--- src/tsmt_pkg.sv ---
// Shared widths, codes and handshake structs for the time-slice multiplicity trigger.
`default_nettype none

package tsmt_pkg;

    localparam int TIME_W     = 20;
    localparam int SLICE_W    = 19;
    localparam int THR_W      = 10;
    localparam int WGT_W      = 16;
    localparam int CMD_W      = 2;
    localparam int IDX_W      = 10;
    localparam int CNT_W      = 11;
    localparam int END_W      = 21;
    localparam int WTS_W      = 47;
    localparam int WSUM_W     = 27;
    localparam int PROD_W     = TIME_W + WGT_W + 1;
    localparam int QUO_W      = TIME_W;
    localparam int DIV_CNT_W  = $clog2(QUO_W + 1);
    localparam int MAX_HITS   = 1024;

    localparam int CFG_IDX_W  = 2;
    localparam int CFG_DATA_W = 19;

    localparam int S_TDATA_W  = 24;
    localparam int S_TUSER_W  = 3;
    localparam int M_TDATA_W  = 56;

    localparam logic [SLICE_W-1:0] SLICE_WIDTH_RST = SLICE_W'(1600);
    localparam logic [THR_W-1:0]   THRESHOLD_RST   = THR_W'(2);
    localparam logic [WGT_W-1:0]   WGT_TRACKER_RST = WGT_W'(256);
    localparam logic [WGT_W-1:0]   WGT_TIMING_RST  = WGT_W'(4096);

    typedef enum logic [CMD_W-1:0] {
        CMD_HIT       = 2'd0,
        CMD_CLOSE     = 2'd1,
        CMD_NEW_EVENT = 2'd2
    } cmd_t;

    typedef enum logic [CFG_IDX_W-1:0] {
        CFG_SLICE_WIDTH     = 2'd0,
        CFG_COUNT_THRESHOLD = 2'd1,
        CFG_WEIGHT_TRACKER  = 2'd2,
        CFG_WEIGHT_TIMING   = 2'd3
    } cfg_idx_t;

    typedef struct packed {
        logic              start;
        logic [WTS_W-1:0]  dividend;
        logic [WSUM_W-1:0] divisor;
    } div_req_t;

    typedef struct packed {
        logic             done;
        logic [QUO_W-1:0] quotient;
    } div_rsp_t;

endpackage

`default_nettype wire

--- src/tsmt_div.sv ---
// Iterative restoring divider: one compare-and-subtract per cycle, one quotient bit a step.
`default_nettype none

module tsmt_div (
    input  logic               aclk,
    input  logic               aresetn,
    input  tsmt_pkg::div_req_t req,
    output tsmt_pkg::div_rsp_t rsp
);
    import tsmt_pkg::*;

    logic                 busy_reg;
    logic                 done_reg;
    logic [DIV_CNT_W-1:0] cnt_reg;
    logic [WSUM_W-1:0]    rem_reg;
    logic [WSUM_W-1:0]    dsr_reg;
    logic [QUO_W-1:0]     quo_reg;

    logic [WSUM_W:0]      trial;
    logic [WSUM_W+1:0]    diff;
    logic                 fits;

    // quotient is known to fit QUO_W bits, so the top of the dividend starts as remainder
    assign trial = {rem_reg, quo_reg[QUO_W-1]};
    assign diff  = {1'b0, trial} - {2'b00, dsr_reg};
    assign fits  = ~diff[WSUM_W+1];

    always_ff @(posedge aclk) begin
        if (!aresetn) begin
            busy_reg <= 1'b0;
            done_reg <= 1'b0;
            cnt_reg  <= '0;
        end else begin
            done_reg <= 1'b0;
            if (req.start) begin
                busy_reg <= 1'b1;
                cnt_reg  <= DIV_CNT_W'(QUO_W);
                rem_reg  <= req.dividend[WTS_W-1:QUO_W];
                quo_reg  <= req.dividend[QUO_W-1:0];
                dsr_reg  <= req.divisor;
            end else if (busy_reg) begin
                rem_reg <= fits ? diff[WSUM_W-1:0] : trial[WSUM_W-1:0];
                quo_reg <= {quo_reg[QUO_W-2:0], fits};
                cnt_reg <= cnt_reg - 1'b1;
                if (cnt_reg == DIV_CNT_W'(1)) begin
                    busy_reg <= 1'b0;
                    done_reg <= 1'b1;
                end
            end
        end
    end

    assign rsp.done     = done_reg;
    assign rsp.quotient = quo_reg;

    a_rem_below_dsr: assert property (@(posedge aclk) disable iff (!aresetn)
        busy_reg |-> rem_reg < dsr_reg)
        else $error("divider remainder not below divisor");

    a_no_restart: assert property (@(posedge aclk) disable iff (!aresetn)
        req.start |-> !busy_reg)
        else $error("divider started while busy");

    a_done_after_busy: assert property (@(posedge aclk) disable iff (!aresetn)
        done_reg |-> !busy_reg && $past(busy_reg))
        else $error("divider done without a run");

endmodule

`default_nettype wire

--- src/time_slice_multiplicity_trigger.sv ---
// Top level: hit accumulation, slice sequencing and report formatting.
// A counted hit word passes through accept, a multiply of time by weight and an add to the
// weighted sum; a late hit, a hit beyond a full count, a new-event word and an unused code
// need only the accept. A close word with no division needed goes from accept to loading
// the report; when the slice triggers with a non-zero weight sum it goes through accept,
// loading the divider, the divider resolving the quotient one bit at a time, taking the
// result and loading the report. s_tready is low while a word is being worked on. A report
// sits in the output register until taken; further hits are still accepted meanwhile, and
// a following close waits for the register to empty.
`default_nettype none

module time_slice_multiplicity_trigger (
    input  logic                               aclk,
    input  logic                               aresetn,
    input  logic                               s_tvalid,
    output logic                               s_tready,
    input  logic [tsmt_pkg::S_TDATA_W-1:0]     s_tdata,   // hit_time[19:0], zero pad
    input  logic [tsmt_pkg::S_TUSER_W-1:0]     s_tuser,   // cmd[1:0], det_class[2]
    output logic                               m_tvalid,
    input  logic                               m_tready,
    // triggered[0], mean_time[20:1], slice_number[30:21], hits_in_slice[41:31],
    // late_hits[52:42], zero pad
    output logic [tsmt_pkg::M_TDATA_W-1:0]     m_tdata,
    input  logic                               cfg_we,
    input  logic [tsmt_pkg::CFG_IDX_W-1:0]     cfg_index,
    input  logic [tsmt_pkg::CFG_DATA_W-1:0]    cfg_wdata
);
    import tsmt_pkg::*;

    typedef enum logic [2:0] {
        ST_IDLE,
        ST_MUL,
        ST_ADD,
        ST_DIV,
        ST_OUT
    } state_t;

    localparam logic [CNT_W-1:0] MAX_CNT  = CNT_W'(MAX_HITS);
    localparam logic [END_W-1:0] END_SAT  = '1;

    state_t             state_reg;

    logic [SLICE_W-1:0] slice_width_reg;
    logic [THR_W-1:0]   threshold_reg;
    logic [WGT_W-1:0]   wgt_tracker_reg;
    logic [WGT_W-1:0]   wgt_timing_reg;

    logic [IDX_W-1:0]   slice_index_reg;
    logic [END_W-1:0]   slice_end_reg;
    logic [CNT_W-1:0]   hit_count_reg;
    logic [CNT_W-1:0]   late_count_reg;
    logic [WTS_W-1:0]   wts_reg;
    logic [WSUM_W-1:0]  wsum_reg;

    logic [TIME_W-1:0]  t_reg;
    logic [WGT_W-1:0]   w_reg;
    logic [PROD_W-1:0]  prod_reg;

    logic               snap_trig_reg;
    logic               snap_neg_reg;
    logic [IDX_W-1:0]   snap_index_reg;
    logic [CNT_W-1:0]   snap_hits_reg;
    logic [CNT_W-1:0]   snap_late_reg;
    logic [TIME_W-1:0]  mean_reg;

    logic               div_start_reg;
    logic [WTS_W-1:0]   dividend_reg;
    logic [WSUM_W-1:0]  divisor_reg;

    logic               m_valid_reg;
    logic [M_TDATA_W-1:0] m_data_reg;

    div_req_t           div_req;
    div_rsp_t           div_rsp;

    logic [TIME_W-1:0]  in_time;
    logic               in_class;
    logic [WGT_W-1:0]   in_wgt;
    logic               in_slice;
    logic               accept;
    logic               trig_now;
    logic [WTS_W-1:0]   half_wsum;
    logic [END_W:0]     end_sum;
    logic               out_free;

    assign in_time   = s_tdata[TIME_W-1:0];
    assign in_class  = s_tuser[CMD_W];
    assign in_wgt    = in_class ? wgt_timing_reg : wgt_tracker_reg;
    // negative times always fall inside the slice
    assign in_slice  = in_time[TIME_W-1] |
                       ({{(END_W-TIME_W+1){1'b0}}, in_time[TIME_W-2:0]} < slice_end_reg);
    assign s_tready  = (state_reg == ST_IDLE);
    assign accept    = s_tvalid & s_tready;
    assign trig_now  = hit_count_reg > {{(CNT_W-THR_W){1'b0}}, threshold_reg};
    assign half_wsum = {{(WTS_W-WSUM_W+1){1'b0}}, wsum_reg[WSUM_W-1:1]};
    assign end_sum   = {1'b0, slice_end_reg} + {{(END_W-SLICE_W+1){1'b0}}, slice_width_reg};
    assign out_free  = ~m_valid_reg | m_tready;

    assign div_req.start    = div_start_reg;
    assign div_req.dividend = dividend_reg;
    assign div_req.divisor  = divisor_reg;

    tsmt_div u_div (
        .aclk    (aclk),
        .aresetn (aresetn),
        .req     (div_req),
        .rsp     (div_rsp)
    );

    // configuration
    always_ff @(posedge aclk) begin
        if (!aresetn) begin
            slice_width_reg <= SLICE_WIDTH_RST;
            threshold_reg   <= THRESHOLD_RST;
            wgt_tracker_reg <= WGT_TRACKER_RST;
            wgt_timing_reg  <= WGT_TIMING_RST;
        end else if (cfg_we) begin
            case (cfg_idx_t'(cfg_index))
                CFG_SLICE_WIDTH:     slice_width_reg <= cfg_wdata[SLICE_W-1:0];
                CFG_COUNT_THRESHOLD: threshold_reg   <= cfg_wdata[THR_W-1:0];
                CFG_WEIGHT_TRACKER:  wgt_tracker_reg <= cfg_wdata[WGT_W-1:0];
                CFG_WEIGHT_TIMING:   wgt_timing_reg  <= cfg_wdata[WGT_W-1:0];
                default: ;
            endcase
        end
    end

    always_ff @(posedge aclk) begin
        if (!aresetn) begin
            state_reg       <= ST_IDLE;
            slice_index_reg <= '0;
            slice_end_reg   <= {{(END_W-SLICE_W){1'b0}}, SLICE_WIDTH_RST};
            hit_count_reg   <= '0;
            late_count_reg  <= '0;
            wts_reg         <= '0;
            wsum_reg        <= '0;
            div_start_reg   <= 1'b0;
            m_valid_reg     <= 1'b0;
        end else begin
            div_start_reg <= 1'b0;
            // in ST_OUT a taken report is replaced below
            if (m_valid_reg && m_tready && (state_reg != ST_OUT)) begin
                m_valid_reg <= 1'b0;
            end
            case (state_reg)
                ST_IDLE: begin
                    if (accept) begin
                        case (cmd_t'(s_tuser[CMD_W-1:0]))
                            CMD_HIT: begin
                                t_reg <= in_time;
                                w_reg <= in_wgt;
                                if (in_slice) begin
                                    if (hit_count_reg < MAX_CNT) begin
                                        hit_count_reg <= hit_count_reg + 1'b1;
                                        wsum_reg      <= wsum_reg +
                                            {{(WSUM_W-WGT_W){1'b0}}, in_wgt};
                                        state_reg     <= ST_MUL;
                                    end
                                end else if (late_count_reg < MAX_CNT) begin
                                    late_count_reg <= late_count_reg + 1'b1;
                                end
                            end
                            CMD_CLOSE: begin
                                snap_trig_reg  <= trig_now;
                                snap_neg_reg   <= wts_reg[WTS_W-1];
                                snap_index_reg <= slice_index_reg;
                                snap_hits_reg  <= hit_count_reg;
                                snap_late_reg  <= late_count_reg;
                                mean_reg       <= '0;
                                // |sum| + wsum/2, folded into one add or subtract
                                dividend_reg   <= wts_reg[WTS_W-1] ? (half_wsum - wts_reg)
                                                                   : (half_wsum + wts_reg);
                                divisor_reg    <= wsum_reg;
                                if (trig_now && (wsum_reg != '0)) begin
                                    div_start_reg <= 1'b1;
                                    state_reg     <= ST_DIV;
                                end else begin
                                    state_reg     <= ST_OUT;
                                end
                                hit_count_reg   <= '0;
                                late_count_reg  <= '0;
                                wts_reg         <= '0;
                                wsum_reg        <= '0;
                                slice_index_reg <= slice_index_reg + 1'b1;
                                slice_end_reg   <= end_sum[END_W] ? END_SAT
                                                                  : end_sum[END_W-1:0];
                            end
                            CMD_NEW_EVENT: begin
                                slice_index_reg <= '0;
                                slice_end_reg   <= {{(END_W-SLICE_W){1'b0}}, slice_width_reg};
                                hit_count_reg   <= '0;
                                late_count_reg  <= '0;
                                wts_reg         <= '0;
                                wsum_reg        <= '0;
                            end
                            default: ;
                        endcase
                    end
                end
                ST_MUL: begin
                    prod_reg  <= PROD_W'($signed(t_reg) * $signed({1'b0, w_reg}));
                    state_reg <= ST_ADD;
                end
                ST_ADD: begin
                    wts_reg   <= wts_reg + {{(WTS_W-PROD_W){prod_reg[PROD_W-1]}}, prod_reg};
                    state_reg <= ST_IDLE;
                end
                ST_DIV: begin
                    if (div_rsp.done) begin
                        mean_reg  <= snap_neg_reg ? (TIME_W'(0) - div_rsp.quotient)
                                                  : div_rsp.quotient;
                        state_reg <= ST_OUT;
                    end
                end
                ST_OUT: begin
                    if (out_free) begin
                        m_valid_reg <= 1'b1;
                        m_data_reg  <= {{(M_TDATA_W-1-TIME_W-IDX_W-2*CNT_W){1'b0}},
                                        snap_late_reg, snap_hits_reg, snap_index_reg,
                                        mean_reg, snap_trig_reg};
                        state_reg   <= ST_IDLE;
                    end
                end
                default: state_reg <= ST_IDLE;
            endcase
        end
    end

    assign m_tvalid = m_valid_reg;
    assign m_tdata  = m_data_reg;

    a_counts_bounded: assert property (@(posedge aclk) disable iff (!aresetn)
        (hit_count_reg <= MAX_CNT) && (late_count_reg <= MAX_CNT))
        else $error("slice counter beyond saturation");

    a_div_nonzero: assert property (@(posedge aclk) disable iff (!aresetn)
        div_start_reg |-> (divisor_reg != '0) && (state_reg == ST_DIV))
        else $error("division started without weight");

    a_report_from_out: assert property (@(posedge aclk) disable iff (!aresetn)
        $rose(m_valid_reg) |-> $past(state_reg) == ST_OUT)
        else $error("report raised outside output state");

endmodule

`default_nettype wire

--- config.mk ---
export PLATFORM = sky130hd
export DESIGN_NAME = time_slice_multiplicity_trigger
export DESIGN_NICKNAME = d
export VERILOG_FILES = /design/src/tsmt_pkg.sv /design/src/tsmt_div.sv /design/src/time_slice_multiplicity_trigger.sv
export SDC_FILE = /design/constraint.sdc
export NUM_CORES = 2
export LEC_CHECK = 0
export BUFFER_PORTS_ARGS = -buffer_cell sky130_fd_sc_hd__clkbuf_2
export CAP_MARGIN = 5
export CORE_UTILIZATION = 66
export CTS_BUF_LIST = sky130_fd_sc_hd__clkbuf_16
export CTS_CLUSTER_DIAMETER = 40
export DETAILED_ROUTE_END_ITERATION = 16
export PLACE_DENSITY = 0.83
export SYNTH_ARGS = -nofsm -noshare
export SYNTH_HDL_FRONTEND = slang
export SYNTH_SLANG_ARGS = --single-unit
export TNS_END_PERCENT = 5
--- constraint.sdc ---
create_clock -name aclk -period 10.26 [get_ports aclk]
set_clock_uncertainty 0.1 [all_clocks]
set_input_delay 1.026 -clock aclk [delete_from_list [all_inputs] [get_ports aclk]]
set_output_delay 1.026 -clock aclk [all_outputs]
set_load 0.01 [all_outputs]
==> results.sh <==
export IMPL_critPathRequiredTime_ns=10.51
export IMPL_drt_wl_total_mm=88.8
export IMPL_rsz0062_at_grt="no"
export IMPL_fin_area_sq_mm=0.0435
export IMPL_core_sq_mm=0.0594
export IMPL_violations="DRC"
export IMPL_setup_violations=0
export IMPL_n_fill_cell=3947
export IMPL_placedCellCount=4859
export IMPL_stdcell_count=4997
export IMPL_worst_setup_path_end_kind="flip-flop"
export IMPL_synth_edff_count=328
export IMPL_finalHoldViolations=0
export IMPL_grt_max_degree=71
export IMPL_critPathLaunchType="flip-flop"
export IMPL_multi_input_area_sq_mm=0.0235
export IMPL_finalSetupTns_ns=0
export IMPL_p_leak_nw=19.1
export IMPL_synth_main_ff_cell="edfxtp_1"
export IMPL_synth_area_leaders="edfxtp_1 25%, fa_1 16%, dfxtp_1 10%, ha_1 8.4%, inv_1 5.0%"
export IMPL_post_dp_cell_area_sq_mm=0.0410
export IMPL_drt_iter0_markers=2365
export IMPL_num_vias=29300
export IMPL_dr_pass1_iters=12
export IMPL_synth_distinct_cells=86
export IMPL_routed_via_density=5.87
export IMPL_drive_above_1_share_pct=7.98
export IMPL_yosysTopAreaCellShare_pct=24.7
export IMPL_p_total_mw=7.72
export IMPL_cts_root_buffer="clkbuf_16"
export IMPL_slew_viol_final=0
export IMPL_antenna_found_initial=0
export IMPL_final_antenna_net_count=0
export IMPL_hpwl_mm=66.4
export IMPL_clk_pin_slew_ns=0.06
export IMPL_post_cts_buffers=0
export IMPL_peakVddDrop_uv=143
export IMPL_clkLatencyLatePin_ns=0.62
export IMPL_outcome="finished, violations left"
export IMPL_yosys_warnings=0
export IMPL_cts_buffers=74
export IMPL_seqCellArea_sq_mm=0.0139
export IMPL_drv_cap=0
export IMPL_clock_sinks=528
export IMPL_hold_buffers=0
export IMPL_wl_per_cell_microns=17.8
export IMPL_worst_setup_path_type="flip-flop to flip-flop"
export IMPL_io_pins=111
export IMPL_ys_ff_latch=528
export IMPL_die_h_microns=248
export IMPL_largest_reg_flops=53
export IMPL_slew_headroom_pct=15.1
export IMPL_yosysSeqAreaShare_pct=34.8
export IMPL_gp_congestion=0.935
export IMPL_async_flop_share_pct=0
export IMPL_die_area_sq_mm=0.0613
export IMPL_synth_area_per_cell_sq_um=9.70
export IMPL_worst_ep_arrival_time_ns=7.40
export IMPL_nets=4808
export IMPL_grt_ovfl_total=0
export IMPL_p_per_area_mw_per_mm2=177
export IMPL_antenna_cells=0
export IMPL_period_share_pct=69.7
export IMPL_drc=4
export IMPL_netlist_instances=4104
export IMPL_grt_pass1_vias=29900
export IMPL_cts_tree="done"
export IMPL_min_path_type="flip-flop to flip-flop"
export IMPL_synth_top_cell_by_area="edfxtp_1"
export IMPL_postCtsResizedCells=0
export IMPL_portBuffers=103
export IMPL_die_w_microns=248
export IMPL_worstPathMaxFanout=20
export IMPL_rows=89
export IMPL_syn_cell_area_sq_mm=0.0398
export IMPL_grt_usage_pct=30.2
export IMPL_htreeDepth=3
export IMPL_max_freq_mhz=140
export IMPL_tightest_slew_ns=1.26
export IMPL_grt_first_pass_wirelength_mm=148
export IMPL_initial_core_util_pct=67.1
export IMPL_area_delta_synth_final_pct=9.31
export IMPL_cts_buffer_depth=3
export IMPL_period_minus_slack_ns=7.15
-- layout make-up --
cell class                      instances  area share (%)
Clock buffer                           77            4.43
Clock inverter                         60            1.39
Inverter                              531            4.58
Multi-Input combinational cell       2899            53.9
Sequential cell                       528            31.8
Tap cell                              773            2.22
Timing Repair Buffer                  129            1.63
-- Yosys cell counts, types with 13 or more instances --
master and instances:
inv_1 531, nand2_1 501, edfxtp_1 328, fa_1 326
ha_1 266, a21oi_1 252, nor2_1 252, dfxtp_1 200
xnor2_1 178, and2_1 142, clkbuf_1 130, o21ai_0 128
xor2_1 86, a21o_1 83, nor3_1 71, nand3_1 60
mux2_2 40, nand2b_1 40, a31oi_1 34, nand4_1 34
and3_1 32, o21a_1 29, nor2b_1 26, mux2i_1 24
or3_1 23, a211oi_1 21, o31ai_1 21, nor4_1 17
a32o_1 15, o211ai_1 14, buf_1 13, o21bai_1 13
-- kinds of logic (layout without fill, tap and decap cells) --
logic type | count (synthesis) | after routing | share of synthesized area [%]
and+or+nand+nor | 1261 | 1261 | 15.0
adders and majority gates | 592 | 592 | 24.8
buffers and inverters | 679 | 797 | 6.44
AOI/OAI and AO/OA | 714 | 714 | 11.4
other | 1 | 3 | 0.00942
muxes | 64 | 64 | 1.73
DFF | 528 | 528 | 34.8
xor gates and xnor gates | 265 | 265 | 5.85
-- layer usage --
metal	global-route usage [%]	share of wire [%]	up-vias
met5	0	0	-
met4	13.2	4.2	0
met3	4.83	6.3	260
met2	50.4	48	1030
met1	38.8	42	14100
li1	-	-	14000
-- power breakdown --
group          internal, mW  switching (mW)
Combinational          1.13            1.53
Clock                  1.51            1.04
Sequential             2.44          0.0601
Total                  5.09            2.63
-- final timing paths --
kind	from	endpoint	slack [ns]	cells after the start
min	divisor_reg[14]$_DFFE_PP_	u_div.dsr_reg[14]$_DFFE_PP_	0.31	0
min reg2reg	divisor_reg[14]$_DFFE_PP_	u_div.dsr_reg[14]$_DFFE_PP_	0.31	0
max reg2reg	w_reg[2]$_DFFE_PP_	prod_reg[35]$_DFFE_PP_	3.11	18
max	w_reg[2]$_DFFE_PP_	prod_reg[35]$_DFFE_PP_	3.11	18
-- cell usage in the layout (no fill, tap or decap), types with 11 or more instances in the layout --
master,Yosys,final
a211oi_1,21,21
a21o_1,83,83
a21oi_1,252,251
a31oi_1,34,33
a32o_1,15,15
and2_1,142,142
and3_1,32,31
and4_1,11,11
buf_4,3,25
clkbuf_16,0,77
clkbuf_2,0,104
dfxtp_1,200,200
edfxtp_1,328,328
fa_1,326,326
ha_1,266,266
inv_1,531,541
mux2_2,40,40
mux2i_1,24,24
nand2_1,501,501
nand2b_1,40,40
nand3_1,60,60
nand4_1,34,34
nor2_1,252,249
nor2b_1,26,26
nor3_1,71,69
nor4_1,17,17
o211ai_1,14,14
o21a_1,29,29
o21ai_0,128,128
o21bai_1,13,13
o31ai_1,21,21
or3_1,23,23
or4_1,11,11
xnor2_1,178,178
xor2_1,86,86
-- worst max-delay path, cell delays in order, from the launching register on --
cell	delay [ns]
edfxtp_1	0.88
nand2_1	0.21
inv_1	0.17
fa_1	0.49
fa_1	0.97
fa_1	0.53
fa_1	0.47
fa_1	0.55
inv_1	0.06
fa_1	0.53
inv_1	0.04
ha_1	0.37
and4_1	0.24
nand2_1	0.06
o31ai_1	0.35
a21oi_1	0.16
o21ai_0	0.35
a311oi_1	0.18
xnor2_1	0.15
-- per-stage QoR --
step	worst slack [ns]	util, %	hold WS (ns)
floorplan	3.94	-	0.300
global placement	3.22	69.0	0.301
detailed placement	3.18	69.0	0.305
CTS	3.16	73.3	0.315
global route	2.78	73.3	0.322
finish	3.11	73.3	0.312
Note: power is estimated with default switching activity, not from simulation.
